<file path="src/hdl/pcxrle_pkg.sv">
// Shared types and constants for the PCX run-length scanline decoder.
package pcxrle_pkg;

    // Field widths of the stream and of the decoder state.
    localparam int BYTE_W   = 8;
    localparam int PLANE_W  = 2;
    localparam int COL_W    = 16;
    localparam int LINE_W   = 16;
    localparam int COUNT_W  = 6;
    localparam int PLCFG_W  = 3;
    localparam int LNCFG_W  = 17;
    localparam int CFG_W    = 17;
    localparam int IDX_W    = 2;

    // Result word: pixel, plane, column, line, line end, image end, zero pad.
    localparam int TDATA_RAW_W = BYTE_W + PLANE_W + COL_W + LINE_W + 2;
    localparam int TDATA_W     = ((TDATA_RAW_W + 7) / 8) * 8;
    localparam int PAD_W       = TDATA_W - TDATA_RAW_W;

    // Default number of colour planes supported.
    localparam int MAX_PLANES_DEF = 4;

    // Top two bits of a run header.
    localparam logic [1:0] HDR_TAG = 2'b11;

    // Configuration register indexes.
    localparam logic [IDX_W-1:0] REG_BPL    = 2'd0;
    localparam logic [IDX_W-1:0] REG_PLANES = 2'd1;
    localparam logic [IDX_W-1:0] REG_LINES  = 2'd2;

    // Controller states.
    typedef enum logic [1:0] {
        ST_IDLE,
        ST_VALUE,
        ST_RUN
    } state_t;

    // Commands from the controller to the datapath.
    typedef struct packed {
        logic load_count;
        logic load_value;
        logic emit_lit;
        logic emit_run;
        logic emit_bad;
    } cmd_t;

    // Status from the datapath to the controller.
    typedef struct packed {
        logic is_header;
        logic count_zero;
        logic slot_free;
        logic run_last;
    } status_t;

endpackage

</file>
<file path="src/hdl/pcxrle_ctrl.sv">
// Controller state machine of the PCX run-length decoder.
module pcxrle_ctrl (
    input  logic              aclk,
    input  logic              aresetn,
    input  logic              s_tvalid,
    output logic              s_tready,
    input  pcxrle_pkg::status_t status,
    output pcxrle_pkg::cmd_t    cmd,
    output pcxrle_pkg::state_t  state
);
    import pcxrle_pkg::*;

    state_t state_reg;
    state_t state_next;
    logic   accept;

    // Input is taken while no run is expanding and the output slot is free.
    assign s_tready = ((state_reg == ST_IDLE) || (state_reg == ST_VALUE)) && status.slot_free;
    assign accept   = s_tvalid && s_tready;
    assign state    = state_reg;

    // State register.
    always_ff @(posedge aclk) begin
        if (!aresetn) begin
            state_reg <= ST_IDLE;
        end else begin
            state_reg <= state_next;
        end
    end

    // Next-state logic.
    always_comb begin
        state_next = state_reg;
        case (state_reg)
            ST_IDLE: begin
                if (accept && status.is_header && !status.count_zero) begin
                    state_next = ST_VALUE;
                end
            end
            ST_VALUE: begin
                if (accept) begin
                    state_next = ST_RUN;
                end
            end
            ST_RUN: begin
                if (status.slot_free && status.run_last) begin
                    state_next = ST_IDLE;
                end
            end
            default: begin
                state_next = ST_IDLE;
            end
        endcase
    end

    // Command outputs.
    always_comb begin
        cmd = '0;
        case (state_reg)
            ST_IDLE: begin
                if (accept) begin
                    if (!status.is_header) begin
                        cmd.emit_lit = 1'b1;
                    end else if (status.count_zero) begin
                        cmd.emit_bad = 1'b1;
                    end else begin
                        cmd.load_count = 1'b1;
                    end
                end
            end
            ST_VALUE: begin
                cmd.load_value = accept;
            end
            ST_RUN: begin
                cmd.emit_run = status.slot_free;
            end
            default: begin
                cmd = '0;
            end
        endcase
    end

endmodule

</file>
<file path="src/hdl/pcxrle_datapath.sv">
// Datapath of the PCX run-length decoder: configuration, position and output register.
module pcxrle_datapath #(
    parameter int MAX_PLANES = pcxrle_pkg::MAX_PLANES_DEF
) (
    input  logic                            aclk,
    input  logic                            aresetn,
    input  logic                            cfg_wr_en,
    input  logic [pcxrle_pkg::IDX_W-1:0]    cfg_index,
    input  logic [pcxrle_pkg::CFG_W-1:0]    cfg_wdata,
    input  logic [pcxrle_pkg::BYTE_W-1:0]   coded_byte,
    input  pcxrle_pkg::cmd_t                cmd,
    output pcxrle_pkg::status_t             status,
    input  logic                            m_tready,
    output logic                            m_tvalid,
    output logic [pcxrle_pkg::TDATA_W-1:0]  m_tdata,
    output logic                            m_tlast,
    output logic                            m_tuser
);
    import pcxrle_pkg::*;

    localparam logic [PLCFG_W-1:0] MaxPl = PLCFG_W'(MAX_PLANES);
    localparam logic [LNCFG_W-1:0] MaxLn = LNCFG_W'(1 << LINE_W);

    // Configuration registers.
    logic [COL_W-1:0]   bpl_reg;
    logic [PLCFG_W-1:0] planes_reg;
    logic [LNCFG_W-1:0] lines_reg;

    // Decoder state.
    logic [COUNT_W-1:0] count_reg;
    logic [BYTE_W-1:0]  value_reg;
    logic [PLANE_W-1:0] plane_reg;
    logic [COL_W-1:0]   col_reg;
    logic [LINE_W-1:0]  line_reg;

    // Output register.
    logic               out_valid_reg;
    logic [BYTE_W-1:0]  out_pixel_reg;
    logic [PLANE_W-1:0] out_plane_reg;
    logic [COL_W-1:0]   out_col_reg;
    logic [LINE_W-1:0]  out_line_reg;
    logic               out_run_end_reg;
    logic               out_line_end_reg;
    logic               out_image_end_reg;
    logic               out_bad_reg;

    logic [COL_W-1:0]   eff_bpl;
    logic [PLCFG_W-1:0] eff_planes;
    logic [LNCFG_W-1:0] eff_lines;
    logic               col_last;
    logic               pl_last;
    logic               ln_last;
    logic               emit;
    logic               emit_last;
    logic [BYTE_W-1:0]  emit_value;

    // Effective limits with out-of-range register values clamped.
    always_comb begin
        eff_bpl = (bpl_reg == '0) ? COL_W'(1) : bpl_reg;
        if (planes_reg == '0) begin
            eff_planes = PLCFG_W'(1);
        end else if (planes_reg > MaxPl) begin
            eff_planes = MaxPl;
        end else begin
            eff_planes = planes_reg;
        end
        if (lines_reg == '0) begin
            eff_lines = LNCFG_W'(1);
        end else if (lines_reg > MaxLn) begin
            eff_lines = MaxLn;
        end else begin
            eff_lines = lines_reg;
        end
    end

    // End-of-line, end-of-plane and end-of-image tests on the current position.
    assign col_last = ({1'b0, col_reg} + (COL_W+1)'(1)) >= {1'b0, eff_bpl};
    assign pl_last  = ({1'b0, plane_reg} + PLCFG_W'(1)) >= eff_planes;
    assign ln_last  = ({1'b0, line_reg} + LNCFG_W'(1)) >= eff_lines;

    // A run byte is the last of its run when the count runs out or the plane line ends.
    assign status.is_header  = (coded_byte[BYTE_W-1 -: 2] == HDR_TAG);
    assign status.count_zero = (coded_byte[COUNT_W-1:0] == '0);
    assign status.slot_free  = !out_valid_reg || m_tready;
    assign status.run_last   = (count_reg == COUNT_W'(1)) || col_last;

    assign emit       = cmd.emit_lit || cmd.emit_run;
    assign emit_last  = cmd.emit_lit || status.run_last;
    assign emit_value = cmd.emit_lit ? coded_byte : value_reg;

    // Configuration writes.
    always_ff @(posedge aclk) begin
        if (!aresetn) begin
            bpl_reg    <= COL_W'(1);
            planes_reg <= PLCFG_W'(1);
            lines_reg  <= LNCFG_W'(1);
        end else if (cfg_wr_en) begin
            case (cfg_index)
                REG_BPL:    bpl_reg    <= cfg_wdata[COL_W-1:0];
                REG_PLANES: planes_reg <= cfg_wdata[PLCFG_W-1:0];
                REG_LINES:  lines_reg  <= cfg_wdata[LNCFG_W-1:0];
                default:    ;
            endcase
        end
    end

    // Run count and run value.
    always_ff @(posedge aclk) begin
        if (!aresetn) begin
            count_reg <= '0;
        end else if (cmd.load_count) begin
            count_reg <= coded_byte[COUNT_W-1:0];
        end else if (cmd.emit_run) begin
            count_reg <= count_reg - COUNT_W'(1);
        end
    end

    always_ff @(posedge aclk) begin
        if (cmd.load_value) begin
            value_reg <= coded_byte;
        end
    end

    // Position: column, then plane, then line; a bad header restarts the scanline.
    always_ff @(posedge aclk) begin
        if (!aresetn) begin
            plane_reg <= '0;
            col_reg   <= '0;
            line_reg  <= '0;
        end else if (cmd.emit_bad) begin
            plane_reg <= '0;
            col_reg   <= '0;
        end else if (emit) begin
            if (!col_last) begin
                col_reg <= col_reg + COL_W'(1);
            end else begin
                col_reg <= '0;
                if (!pl_last) begin
                    plane_reg <= plane_reg + PLANE_W'(1);
                end else begin
                    plane_reg <= '0;
                    line_reg  <= ln_last ? '0 : line_reg + LINE_W'(1);
                end
            end
        end
    end

    // Output register valid flag.
    always_ff @(posedge aclk) begin
        if (!aresetn) begin
            out_valid_reg <= 1'b0;
        end else if (emit || cmd.emit_bad) begin
            out_valid_reg <= 1'b1;
        end else if (m_tready) begin
            out_valid_reg <= 1'b0;
        end
    end

    // Output register payload.
    always_ff @(posedge aclk) begin
        if (cmd.emit_bad) begin
            out_pixel_reg     <= '0;
            out_plane_reg     <= '0;
            out_col_reg       <= '0;
            out_line_reg      <= '0;
            out_run_end_reg   <= 1'b0;
            out_line_end_reg  <= 1'b0;
            out_image_end_reg <= 1'b0;
            out_bad_reg       <= 1'b1;
        end else if (emit) begin
            out_pixel_reg     <= emit_value;
            out_plane_reg     <= plane_reg;
            out_col_reg       <= col_reg;
            out_line_reg      <= line_reg;
            out_run_end_reg   <= emit_last;
            out_line_end_reg  <= col_last && pl_last;
            out_image_end_reg <= col_last && pl_last && ln_last;
            out_bad_reg       <= 1'b0;
        end
    end

    assign m_tvalid = out_valid_reg;
    assign m_tdata  = {{PAD_W{1'b0}}, out_image_end_reg, out_line_end_reg, out_line_reg,
                       out_col_reg, out_plane_reg, out_pixel_reg};
    assign m_tlast  = out_run_end_reg;
    assign m_tuser  = out_bad_reg;

endmodule

</file>
<file path="src/hdl/pcx_rle_scanline_decoder_unit.sv">
// A literal or a zero-count header gives its result in the cycle after its transaction.
// A nonzero header gives no result; the registered value byte after it yields a run of n bytes
// (n up to 63, fewer at a plane line end) at one per cycle while the output slot is free.
// Throughput: one literal per cycle while the output slot is free; a run holds off input.
// Reset (aresetn low, synchronous) clears position, pending header and output valid,
// and sets every configuration register to 1.
module pcx_rle_scanline_decoder_unit #(
    parameter int MAX_PLANES = pcxrle_pkg::MAX_PLANES_DEF
) (
    input  logic                            aclk,
    input  logic                            aresetn,
    // Configuration write port.
    input  logic                            cfg_wr_en,
    input  logic [pcxrle_pkg::IDX_W-1:0]    cfg_index,
    input  logic [pcxrle_pkg::CFG_W-1:0]    cfg_wdata,
    // Compressed byte stream.
    input  logic                            s_tvalid,
    output logic                            s_tready,
    input  logic [pcxrle_pkg::BYTE_W-1:0]   s_tdata,   // coded_byte
    // Decoded byte stream.
    output logic                            m_tvalid,
    input  logic                            m_tready,
    // pixel_byte[7:0], plane_index[9:8], column_index[25:10], line_index[41:26],
    // line_end[42], image_end[43], zero pad[47:44]
    output logic [pcxrle_pkg::TDATA_W-1:0]  m_tdata,
    output logic                            m_tlast,   // run_end
    output logic                            m_tuser    // bad_header
);
    import pcxrle_pkg::*;

    cmd_t    cmd;
    status_t status;
    state_t  state;

    // Controller.
    pcxrle_ctrl u_ctrl (
        .aclk     (aclk),
        .aresetn  (aresetn),
        .s_tvalid (s_tvalid),
        .s_tready (s_tready),
        .status   (status),
        .cmd      (cmd),
        .state    (state)
    );

    // Datapath.
    pcxrle_datapath #(
        .MAX_PLANES (MAX_PLANES)
    ) u_datapath (
        .aclk       (aclk),
        .aresetn    (aresetn),
        .cfg_wr_en  (cfg_wr_en),
        .cfg_index  (cfg_index),
        .cfg_wdata  (cfg_wdata),
        .coded_byte (s_tdata),
        .cmd        (cmd),
        .status     (status),
        .m_tready   (m_tready),
        .m_tvalid   (m_tvalid),
        .m_tdata    (m_tdata),
        .m_tlast    (m_tlast),
        .m_tuser    (m_tuser)
    );

    // No input is taken while a run is expanding.
    a_no_input_in_run: assert property (@(posedge aclk) disable iff (!aresetn)
        (state == ST_RUN) |-> !s_tready)
        else $error("input accepted during run expansion");

    // The last byte of a run returns the controller to idle.
    a_run_ends: assert property (@(posedge aclk) disable iff (!aresetn)
        (cmd.emit_run && status.run_last) |=> (state == ST_IDLE))
        else $error("run did not end on its last byte");

    // A bad-header result carries nothing else.
    a_bad_clean: assert property (@(posedge aclk) disable iff (!aresetn)
        (m_tvalid && m_tuser) |-> ((m_tdata == '0) && !m_tlast))
        else $error("bad header result carries data");

    // The image end falls on a scanline end.
    a_image_line: assert property (@(posedge aclk) disable iff (!aresetn)
        (m_tvalid && m_tdata[43]) |-> m_tdata[42])
        else $error("image end without line end");

endmodule
</file>
<file path="config.mk">
export PLATFORM = sky130hd
export DESIGN_NAME = pcx_rle_scanline_decoder_unit
export DESIGN_NICKNAME = d
export VERILOG_FILES = /design/src/hdl/pcxrle_pkg.sv /design/src/hdl/pcxrle_ctrl.sv /design/src/hdl/pcxrle_datapath.sv /design/src/hdl/pcx_rle_scanline_decoder_unit.sv
export SDC_FILE = /design/constraint.sdc
export NUM_CORES = 1
export LEC_CHECK = 0
export BUFFER_PORTS_ARGS = -buffer_cell sky130_fd_sc_hd__buf_2
export CAP_MARGIN = 10
export CORE_AREA = 2 2 112 158
export DETAILED_ROUTE_END_ITERATION = 7
export DIE_AREA = 0 0 114 160
export GPL_ROUTABILITY_DRIVEN = 0
export PLACE_DENSITY_LB_ADDON = 0.1
export RECOVER_POWER = 50
export SLEW_MARGIN = 5
export SYNTH_ARGS = -nofsm -noshare
export SYNTH_HDL_FRONTEND = slang
export SYNTH_SLANG_ARGS = --single-unit
</file>
<file path="constraint.sdc">
create_clock -name aclk -period 4 [get_ports aclk]
set_input_delay 1.2 -clock aclk [delete_from_list [all_inputs] [get_ports aclk]]
set_output_delay 1.2 -clock aclk [all_outputs]
set_load 0.02 [all_outputs]
</file>
==> run_results.csv, run 1 <==
group,metric,value,unit
status,status,"complete, but fails checks",
status,violations,"capacitance limit, slew limit",
route,ant_nets,0,
sta,post-route-period-util,93.8,%
cells_and_area,syn_to_final_growth,16.4,%
sta,final-setup-viol-count,0,
yosys,ys.warnings.count,0,
placed_design,place_ws,0.261,ns
route,drtIter0Drc,353,
route,drcViolationCount,0,
sta,worst_pin_slew,1.85,ns
power,ir_drop,0.182,mV
sta,max_freq,0.266,GHz
route,via_per_inst,5.57,
die,fp-row-count,57,
global_routing,grt_max_degree,42,
cells_and_area,largest_reg_flops,17,
yosys,postSynthAreaPerCell,8.36,µm²
yosys,ys_ff_latch,133,
yosys,ys_top_cells_by_count,"nand2_1 (145), dfxtp_1 (125), a21oi_1 (86)",
cts,cts_sinks,133,
sta,fin_crit,3.75,ns
yosys,synth_edf_count,8,
yosys,synth_cells,795,
route,first_pass_iters,5,
yosys,synth.most_common_cell,"nand2_1",
die,core_area,17000,µm²
cells_and_area,final_nets,935,
sta,drv_slew,42,
cts,cts_resized,0,
die,chipHeight,160,µm
placed_design,place_hpwl,13600,µm
cells_and_area,fin_cells,1081,
critical_path,required,4.34,ns
critical_path,arrival,4.10,ns
yosys,seq_area_frac_synth,41.3,%
power,power.leakage,2.95,nW
placed_design,port_buffers,79,
sta,maxSlewHeadroom,-23.4,%
cells_and_area,final_core_util,45.6,%
cts,tritoncts,"done",
cts,clk_pin_slew,0.06,ns
route,wl_per_cell,17.0,µm
sta,clock_skew,0.0102,ns
sta,setup-tns-final,0,ns
die,initial_core_util,39.1,%
global_routing,grtUsageTotal,21.1,%
global_routing,grt_pass1_wl,30300,µm
yosys,synth_area_leader_cell,"dfxtp_1",
die,die_w,114,µm
cells_and_area,diodes,0,
global_routing,grt_overflow_total,0,
job,max_cap_viol_count,1,
yosys,synth_top_area_share,37.7,%
route,wirelength,18300,µm
yosys,ys_types,62,
sta,worst_slack,0.247,ns
yosys,synthTopCellsByArea,"dfxtp_1 (38%), nand2_1 (8.2%), ha_1 (7.7%)",
yosys,synth_async_sr_flop_share,0,%
sta,hold_violations,0,
yosys,synth_flop_cell,"dfxtp_1",
global_routing,antenna_found_initial,0,
route,via_count,6017,
cts,cts_buffers,17,
cts,cts_root_buffer,"clkbuf_16",
yosys,syn_area,6640,µm²
sta,rsz0062_at_grt,"false",
cts,cts_setup_buffers,0,
placed_design,dp_cells,1049,
critical_path,path_class,"flip-flop to flip-flop",
cts,clock_latency,0.43,ns
min_path,hold_class,"flip-flop to flip-flop",
critical_path,cp-start-kind,"flip-flop",
die,die_area,18200,µm²
cts,htreeDepth,4,
cells_and_area,drive_above_1_share,10.6,%
power,power_density,455,nW/µm²
global_routing,grt_pass1_vias,6010,
cells_and_area,n_fill_cell,1757,
cts,cts_buffer_depth,2,
die,io_pins,84,
cts,cts_hold_buf,0,
critical_path,cp-end-kind,"flip-flop",
critical_path,worstPathMaxFanout,11,
==> kinds of logic (layout without fill, tap and decap cells) <==
group                      after synthesis  after routing  share of synthesized area [%]
AOI/OAI and AO/OA                      192            192                           17.8
xor gates and xnor gates                24             24                           3.39
adders and majority gates               41             41                           7.72
buffers and inverters                   85            162                           5.46
DFF                                    133            133                           41.3
muxes                                    5              5                          0.753
other                                    1              4                         0.0564
and+or+nand+nor                        314            314                           23.5
==> where the power goes <==
part / switching [mW] / leakage [nW] / internal [mW]
Combinational: 0.328 / 1.57 / 0.159
Clock: 0.614 / 0.294 / 0.986
Sequential: 0.0388 / 1.09 / 1.39
==> area by class of cell <==
type	instances	area, µm²	area share (%)
well taps	206	258	3.33
clock buffers	18	429	5.55
repair buffers	94	437	5.65
clock inverters	14	173	2.23
inverters	36	135	1.75
flip-flops and latches	133	2740	35.5
multi-input cells	580	3560	46.0
==> per-stage QoR <==
step | hold slack [ns] | power [mW] | cell area, µm²
3_5_place_dp | 0.435 | 1.95 | 7200
2_1_floorplan | 0.426 | 1.78 | 6660
6_report | 0.440 | 3.52 | 7730
5_1_grt | 0.482 | 3.66 | 7730
4_1_cts | 0.443 | 3.55 | 7800
3_3_place_gp | 0.431 | 1.94 | 7200
==> worst max-delay path, stage by stage (launching register included) <==
cell,delay (ns)
dfxtp_1,0.45
ha_1,0.30
and4_1,0.26
nand4_2,0.19
or3_4,0.45
xnor2_1,0.14
ha_1,0.33
nand4_1,0.14
o41ai_1,0.37
nand2_1,0.13
o2111a_2,0.24
or4b_1,0.51
a21oi_1,0.15
==> layer usage <==
layer,part of all wire [%],up-vias,global-route usage [%],routed length (µm)
li1,-,2964,-,-
met1,40,2837,23.2,7250
met2,51,160,36.9,9440
met3,3.3,56,3.30,597
met4,5.7,0,14.4,1050
met5,0,-,0,0
==> path summary, 6_finish.rpt <==
path / start / to / slack, ns / depth (start not counted)
setup / recovery: u_datapath.col_reg[0] / u_datapath.plane_reg[1] / 0.25 / 12
hold / removal: u_datapath.m_tuser / u_datapath.m_tuser / 0.44 / 2
setup reg to reg: u_datapath.col_reg[0] / u_datapath.plane_reg[1] / 0.25 / 12
hold reg to reg: u_datapath.m_tuser / u_datapath.m_tuser / 0.44 / 2
==> cells in the final DEF (no fill, tap or decap), types with 4 or more instances in the layout <==
| cell | n |
|---|---|
| or3_1 | 13 |
| clkbuf_16 | 17 |
| and3_1 | 13 |
| edfxtp_1 | 8 |
| nand2_1 | 145 |
| a22o_1 | 26 |
| buf_4 | 14 |
| nand4_1 | 16 |
| dfxtp_1 | 125 |
| o22ai_1 | 13 |
| or4_1 | 4 |
| nand3_1 | 24 |
| or2_2 | 10 |
| o2111ai_1 | 6 |
| and2_1 | 4 |
| o21ai_0 | 30 |
| a31oi_1 | 4 |
| nor2_1 | 35 |
| inv_6 | 5 |
| nand2b_1 | 4 |
| xnor2_1 | 18 |
| inv_1 | 36 |
| a21oi_1 | 85 |
| nor3_1 | 8 |
| conb_1 | 4 |
| a211oi_1 | 10 |
| xor2_1 | 4 |
| ha_1 | 41 |
| mux2i_1 | 5 |
| nor4_1 | 13 |
| buf_2 | 25 |
| clkbuf_1 | 56 |
(Power assumes the default switching activity.)
==> run 2, diff against run 1 <==
--- a/config.mk
+++ b/config.mk
@@ -5,11 +5,12 @@
 export SDC_FILE = /design/constraint.sdc
 export NUM_CORES = 1
 export LEC_CHECK = 0
+export ABC_AREA = 1
 export BUFFER_PORTS_ARGS = -buffer_cell sky130_fd_sc_hd__buf_2
 export CAP_MARGIN = 10
-export CORE_AREA = 2 2 112 158
+export CORE_AREA = 2 2 114 161
 export DETAILED_ROUTE_END_ITERATION = 7
-export DIE_AREA = 0 0 114 160
+export DIE_AREA = 0 0 116 163
 export GPL_ROUTABILITY_DRIVEN = 0
 export PLACE_DENSITY_LB_ADDON = 0.1
 export RECOVER_POWER = 50
==> run_results.csv, run 2 <==
group,metric,value,unit
power,power_density,452,nW/µm²
yosys,ys_ff_latch,133,
critical_path,required,4.28,ns
critical_path,r2r_cells,20,
cells_and_area,diodes,0,
critical_path,worstPathMaxFanout,19,
sta,maxSlewHeadroom,12.2,%
die,die_area,18900,µm²
die,chipHeight,163,µm
cells_and_area,layout_commonest_cell,"nand2_1",
yosys,synth_area_leader_cell,"dfxtp_1",
cts,cts_sinks,133,
power,internal_power,2.57,mW
yosys,synth_async_sr_flop_share,0,%
sta,clock_skew,0.0106,ns
yosys,synth_cells,964,
cells_and_area,largest_reg_flops,17,
route,first_pass_iters,4,
sta,final-setup-viol-count,0,
global_routing,grt_pass1_wl,28500,µm
cts,cts_hold_buf,0,
route,via_count,6088,
min_path,holdPathStages,2,
power,power.leakage,3.48,nW
placed_design,place_ws,0.639,ns
route,via_per_inst,4.74,
power,power_frac_seq,40.2,%
power,pwr-share-comb,14.5,%
job,max_cap_viol_count,0,
yosys,synth_flop_cell,"dfxtp_1",
yosys,synth_adder_area_share,7.44,%
min_path,hold_class,"flip-flop to flip-flop",
yosys,synth_top_area_share,36.3,%
sta,hold_ws,0.445,ns
yosys,postSynthAreaPerCell,7.15,µm²
cells_and_area,final_area,8010,µm²
critical_path,arrival,3.61,ns
yosys,synth.most_common_cell,"nand2_1",
global_routing,grtUsageTotal,19.5,%
cts,cts_setup_buffers,0,
critical_path,slowest_delay,0.41,ns
power,sw_frac_of_total,28.9,%
sta,hold_violations,0,
cts,cts_root_buffer,"clkbuf_16",
placed_design,place_hpwl,13500,µm
power,clkPwrFrac,45.2,%
cts,cts_resized,0,
die,fp-row-count,58,
global_routing,grt_max_degree,99,
placed_design,dpl_cell_area,7470,µm²
cts,clk_pin_slew,0.06,ns
cells_and_area,drive_above_1_share,7.18,%
cts,clock_latency,0.42,ns
yosys,ys.warnings.count,0,
critical_path,cp-start-kind,"flip-flop",
power,p_sw,1.05,mW
cts,cts_buffers,17,
sta,fin_crit,3.33,ns
yosys,syn_area,6900,µm²
cells_and_area,n_fill_cell,1916,
power,p_total,3.62,mW
yosys,ys_top_cells_by_count,"nand2_1 (202), dfxtp_1 (125), inv_1 (122)",
yosys,synthTopCellsByArea,"dfxtp_1 (36%), nand2_1 (11%), ha_1 (7.4%)",
yosys,synth-xor-area-share,2.92,%
route,ant_nets,0,
cts,cts_buffer_depth,2,
die,io_pins,84,
route,wirelength,17800,µm
cts,tritoncts,"done",
critical_path,cp-end-kind,"flip-flop",
sta,drv_slew,0,
sta,post-route-period-util,83.3,%
cells_and_area,layout_common_cells,"nand2_1 (203), dfxtp_1 (125), inv_1 (122)",
yosys,ys_types,42,
status,status,"finished, final reports clean",
critical_path,path_class,"flip-flop to flip-flop",
die,initial_core_util,39.3,%
sta,worst_slack,0.668,ns
yosys,synth-compound-area-share,12.8,%
critical_path,cp_cell_sequence,"ha_1, nand3_1, nor2_2, nand2_1, nor2_1, nand2_1, xor2_1, ha_1, nand2_1, inv_1, nand2_1, nor2_1, nand2_1, nand3_1, nor2_2, nand3_4, nand2_4, clkinv_2, nand2_1, a21oi_1",
critical_path,crit_top_cell,"nand2_1",
route,drcViolationCount,0,
sta,rsz0062_at_grt,"false",
route,wl_per_cell,13.8,µm
yosys,yosys.area_share.simple,27.3,%
cts,htreeDepth,4,
sta,max_freq,0.300,GHz
global_routing,antenna_found_initial,0,
yosys,seq_area_frac_synth,39.8,%
global_routing,grt_overflow_total,0,
sta,setup-tns-final,0,ns
critical_path,crit_slowest_cell,"dfxtp_1",
yosys,synth_top_family_by_area,"simple AND/OR/NAND/NOR gates",
die,die_w,116,µm
route,drtIter0Drc,344,
die,core_area,17600,µm²
yosys,synthMuxAreaShare,0,%
placed_design,port_buffers,79,
cells_and_area,syn_to_final_growth,16.1,%
yosys,synth_edf_count,8,
cells_and_area,final_nets,1105,
sta,worst_pin_slew,1.32,ns
power,ir_drop,0.269,mV
global_routing,grt_pass1_vias,5649,
## run 2: changes by cell type in the layout (fill, tap and decap cells not counted), moves of 13 or more
cell and change:
nand2_1 +58, and3_1 -13, inv_1 +86, a22o_1 -26
o21ai_0 +56, xor2_1 +18, nand3_1 +45, a21oi_1 -13
nor2_1 +75, or3_1 -13, xnor2_1 -17
## run 2: worst paths after layout
path              slack, ns                   from                      to
setup / recovery       0.67  u_datapath.col_reg[0]  u_datapath.line_reg[2]
hold / removal         0.44     u_datapath.m_tuser      u_datapath.m_tuser
setup reg to reg       0.67  u_datapath.col_reg[0]  u_datapath.line_reg[2]
hold reg to reg        0.44     u_datapath.m_tuser      u_datapath.m_tuser
## run 2: layer usage
metal  share of wire [%]  track usage (%)  vias to the layer above  wire length (µm)
met3                 2.7             3.83                       20               475
met5                   0                0                        -                 0
li1                    -                -                     3267                 -
met4                 2.4             7.03                        0               429
met1                  45             23.6                     2719              8090
met2                  49             33.9                       82              8800
## run 2: cell families after synthesis
logic type      Yosys count
buf+inv                 166
simple gates            430
other cells               1
fa+ha+maj                41
compound gates          170
xor+xnor                 23
flops                   133
## run 2: critical path: cells and delay by family, from the launching register on
kind                     cells  cell delay [ns]
buffers and inverters        2             0.33
AND/OR/NAND/NOR             14             1.70
AO/OA/AOI/OAI                1             0.06
flip-flops                   1             0.41
XOR/XNOR                     1             0.16
adder cells (fa/ha/maj)      2             0.52
## run 2: final cells by class
type                    count  area [µm²]  area share (%)
clock buffers              17         425            5.31
well taps                 240         300            3.75
flip-flops and latches    133        2740            34.3
inverters                 126         477            5.95
multi-input cells         668        3480            43.5
repair buffers             86         388            4.85
clock inverters            15         191            2.39
## run 2: metrics by stage
step / util, % / instances
global placement: 42.6 / 1253
detailed placement: 42.6 / 1253
CTS: 46.1 / 1285
floorplan: - / 967
global route: 45.6 / 1285
finish: 45.6 / 1285
## run 2: power groups by stage
stage	clock, mW	sequential, mW	combinational [mW]
after global placement	0	1.48	0.543
after detailed placement	0	1.48	0.543
after CTS	1.67	1.46	0.545
after global routing	1.73	1.46	0.595
final	1.64	1.46	0.525
after floorplan	0	1.51	0.367
==> run 3, diff against run 2 <==
==> constraint.sdc (replaced) <==
create_clock -name aclk -period 3.2 [get_ports aclk]
set_input_delay 0.96 -clock aclk [delete_from_list [all_inputs] [get_ports aclk]]
set_output_delay 0.96 -clock aclk [all_outputs]
set_load 0.02 [all_outputs]
==> run_results.csv, run 3 (same netlist as run 2, synthesis figures left out) <==
group,metric,value,unit
critical_path,crit_slowest_cell,"dfxtp_1",
power,ir_drop,0.277,mV
min_path,hold_class,"flip-flop to flip-flop",
power,pwr-share-comb,15.5,%
power,p_sw,1.26,mW
cells_and_area,final_area,8220,µm²
route,drtIter0Drc,348,
sta,clock_skew,0.00833,ns
placed_design,port_buffers,79,
cells_and_area,syn_to_final_growth,19.2,%
power,power.leakage,3.60,nW
cts,cts_root_buffer,"clkbuf_16",
sta,max_freq,0.342,GHz
cts,clk_pin_slew,0.06,ns
critical_path,reg2reg_setup_slack,0.28,ns
cts,cts_buffers,17,
cts,tritoncts,"done",
route,first_pass_iters,5,
sta,worst_pin_slew,0.751,ns
die,initial_core_util,39.3,%
global_routing,grt_pass1_wl,29000,µm
global_routing,antenna_found_initial,0,
power,sw_frac_of_total,27.7,%
sta,final-setup-viol-count,0,
cells_and_area,n_fill_cell,1876,
placed_design,dpl_cell_area,7610,µm²
critical_path,timing.rr.start,"u_datapath.line_reg[0]",
placed_design,place_hpwl,13600,µm
sta,hold_violations,0,
route,drcViolationCount,0,
critical_path,arrival,3.19,ns
critical_path,r2r_cells,16,
sta,fin_crit,2.92,ns
cells_and_area,drive_above_1_share,9.59,%
cells_and_area,layout_commonest_cell,"nand2_1",
route,wirelength,18000,µm
critical_path,cp-end-kind,"flip-flop",
route,ant_nets,0,
status,status,"finished, final reports clean",
cells_and_area,final_nets,1124,
sta,post-route-period-util,91.3,%
cells_and_area,layout_common_cells,"nand2_1 (202), dfxtp_1 (122), inv_1 (121)",
route,via_per_inst,4.79,
global_routing,grtUsageTotal,19.6,%
critical_path,cp-start-kind,"flip-flop",
cts,htreeDepth,4,
cts,cts_sinks,133,
power,internal_power,3.27,mW
global_routing,grt_pass1_vias,5948,
route,wl_per_cell,13.8,µm
cts,cts_buffer_depth,2,
route,via_count,6244,
cts,clock_latency,0.42,ns
global_routing,grt_max_degree,34,
critical_path,cp_cell_sequence,"inv_2, nor3_1, buf_4, nand3_1, nor2_1, xor2_1, inv_1, ha_1, nand4_1, nor2_1, nand4_1, nand4_1, buf_12, nor2_1, nand2_1, a21oi_1",
critical_path,slowest_delay,0.42,ns
job,max_cap_viol_count,0,
critical_path,timing.critical_path.to,"u_datapath.line_reg[14]",
die,io_pins,84,
die,die_w,116,µm
critical_path,required,3.47,ns
die,chipHeight,163,µm
critical_path,path_class,"flip-flop to flip-flop",
critical_path,r2r_end,"u_datapath.line_reg[14]",
power,power_frac_seq,40.2,%
cells_and_area,largest_reg_flops,17,
power,clkPwrFrac,44.3,%
cts,cts_hold_buf,0,
sta,setup-tns-final,0,ns
global_routing,grt_overflow_total,0,
sta,maxSlewHeadroom,49.8,%
die,fp-row-count,58,
cells_and_area,multi_input_area,3530,µm²
critical_path,worstPathMaxFanout,15,
sta,drv_slew,0,
die,core_area,17600,µm²
critical_path,cp-startpoint,"u_datapath.line_reg[0]",
power,power_density,551,nW/µm²
power,p_total,4.53,mW
cells_and_area,diodes,0,
cells_and_area,seqCellArea,2750,µm²
die,die_area,18900,µm²
==> run 3: metrics by stage <==
stage	worst slack [ns]	hold WS [ns]	utilization, %	instances
2_1_floorplan	0.391	0.444	-	967
3_3_place_gp	0.173	0.430	43.4	1270
3_5_place_dp	0.0907	0.429	43.4	1270
4_1_cts	0.0666	0.445	46.8	1302
5_1_grt	-0.0310	0.464	46.8	1304
6_report	0.278	0.447	46.8	1304
==> run 3: worst max-delay path, delay by kind of cell (launching register included) <==
kind	cells	cell delay (ns)
buffers and inverters	4	0.51
adders and majority gates	1	0.30
and+or+nand+nor	9	1.20
xor gates and xnor gates	1	0.28
AOI/OAI and AO/OA	1	0.05
DFF	1	0.42
==> run 3: area by class of cell <==
type,instances,area share (%)
Sequential cell,133,33.4
Timing Repair Buffer,105,6.70
Clock inverter,12,1.84
Multi-Input combinational cell,668,43.0
Tap cell,240,3.65
Clock buffer,20,5.57
Inverter,126,5.81
==> run 3: worst min path at each step <==
stage	startpoint	end	slack, ns	cells after the start
detailed placement	u_datapath.m_tuser	u_datapath.m_tuser	0.43	2
finish	u_datapath.m_tuser	u_datapath.m_tuser	0.45	2
global route	u_datapath.m_tuser	u_datapath.m_tuser	0.46	2
global placement	u_datapath.m_tuser	u_datapath.m_tuser	0.43	2
CTS	u_datapath.m_tuser	u_datapath.m_tuser	0.44	2
floorplan	u_datapath.line_reg[15]	u_datapath.line_reg[15]	0.44	2
==> run 3: power groups by stage <==
stage          clock network, mW  logic (mW)  registers, mW
2_1_floorplan                  0       0.458           1.89
3_3_place_gp                   0       0.716           1.85
3_5_place_dp                   0       0.717           1.85
4_1_cts                     2.05       0.719           1.82
5_1_grt                     2.12       0.793           1.83
6_report                    2.01       0.701           1.82
==> run 3: per-layer routing <==
| metal | vias up | share of wire, % | wire length (µm) | GRT usage, % |
|---|---|---|---|---|
| li1 | 3313 | - | - | - |
| met1 | 2796 | 44 | 7940 | 23.5 |
| met2 | 109 | 51 | 9090 | 34.6 |
| met3 | 26 | 3.1 | 558 | 3.46 |
| met4 | 0 | 2.0 | 367 | 7.41 |
| met5 | - | 0 | 0 | 0 |
==> run 3: timing repair <==
action | in CTS | in global routing
gates resized for setup | 0 | 20
setup buffers | 0 | 2
setup endpoints to repair | 0 | 36
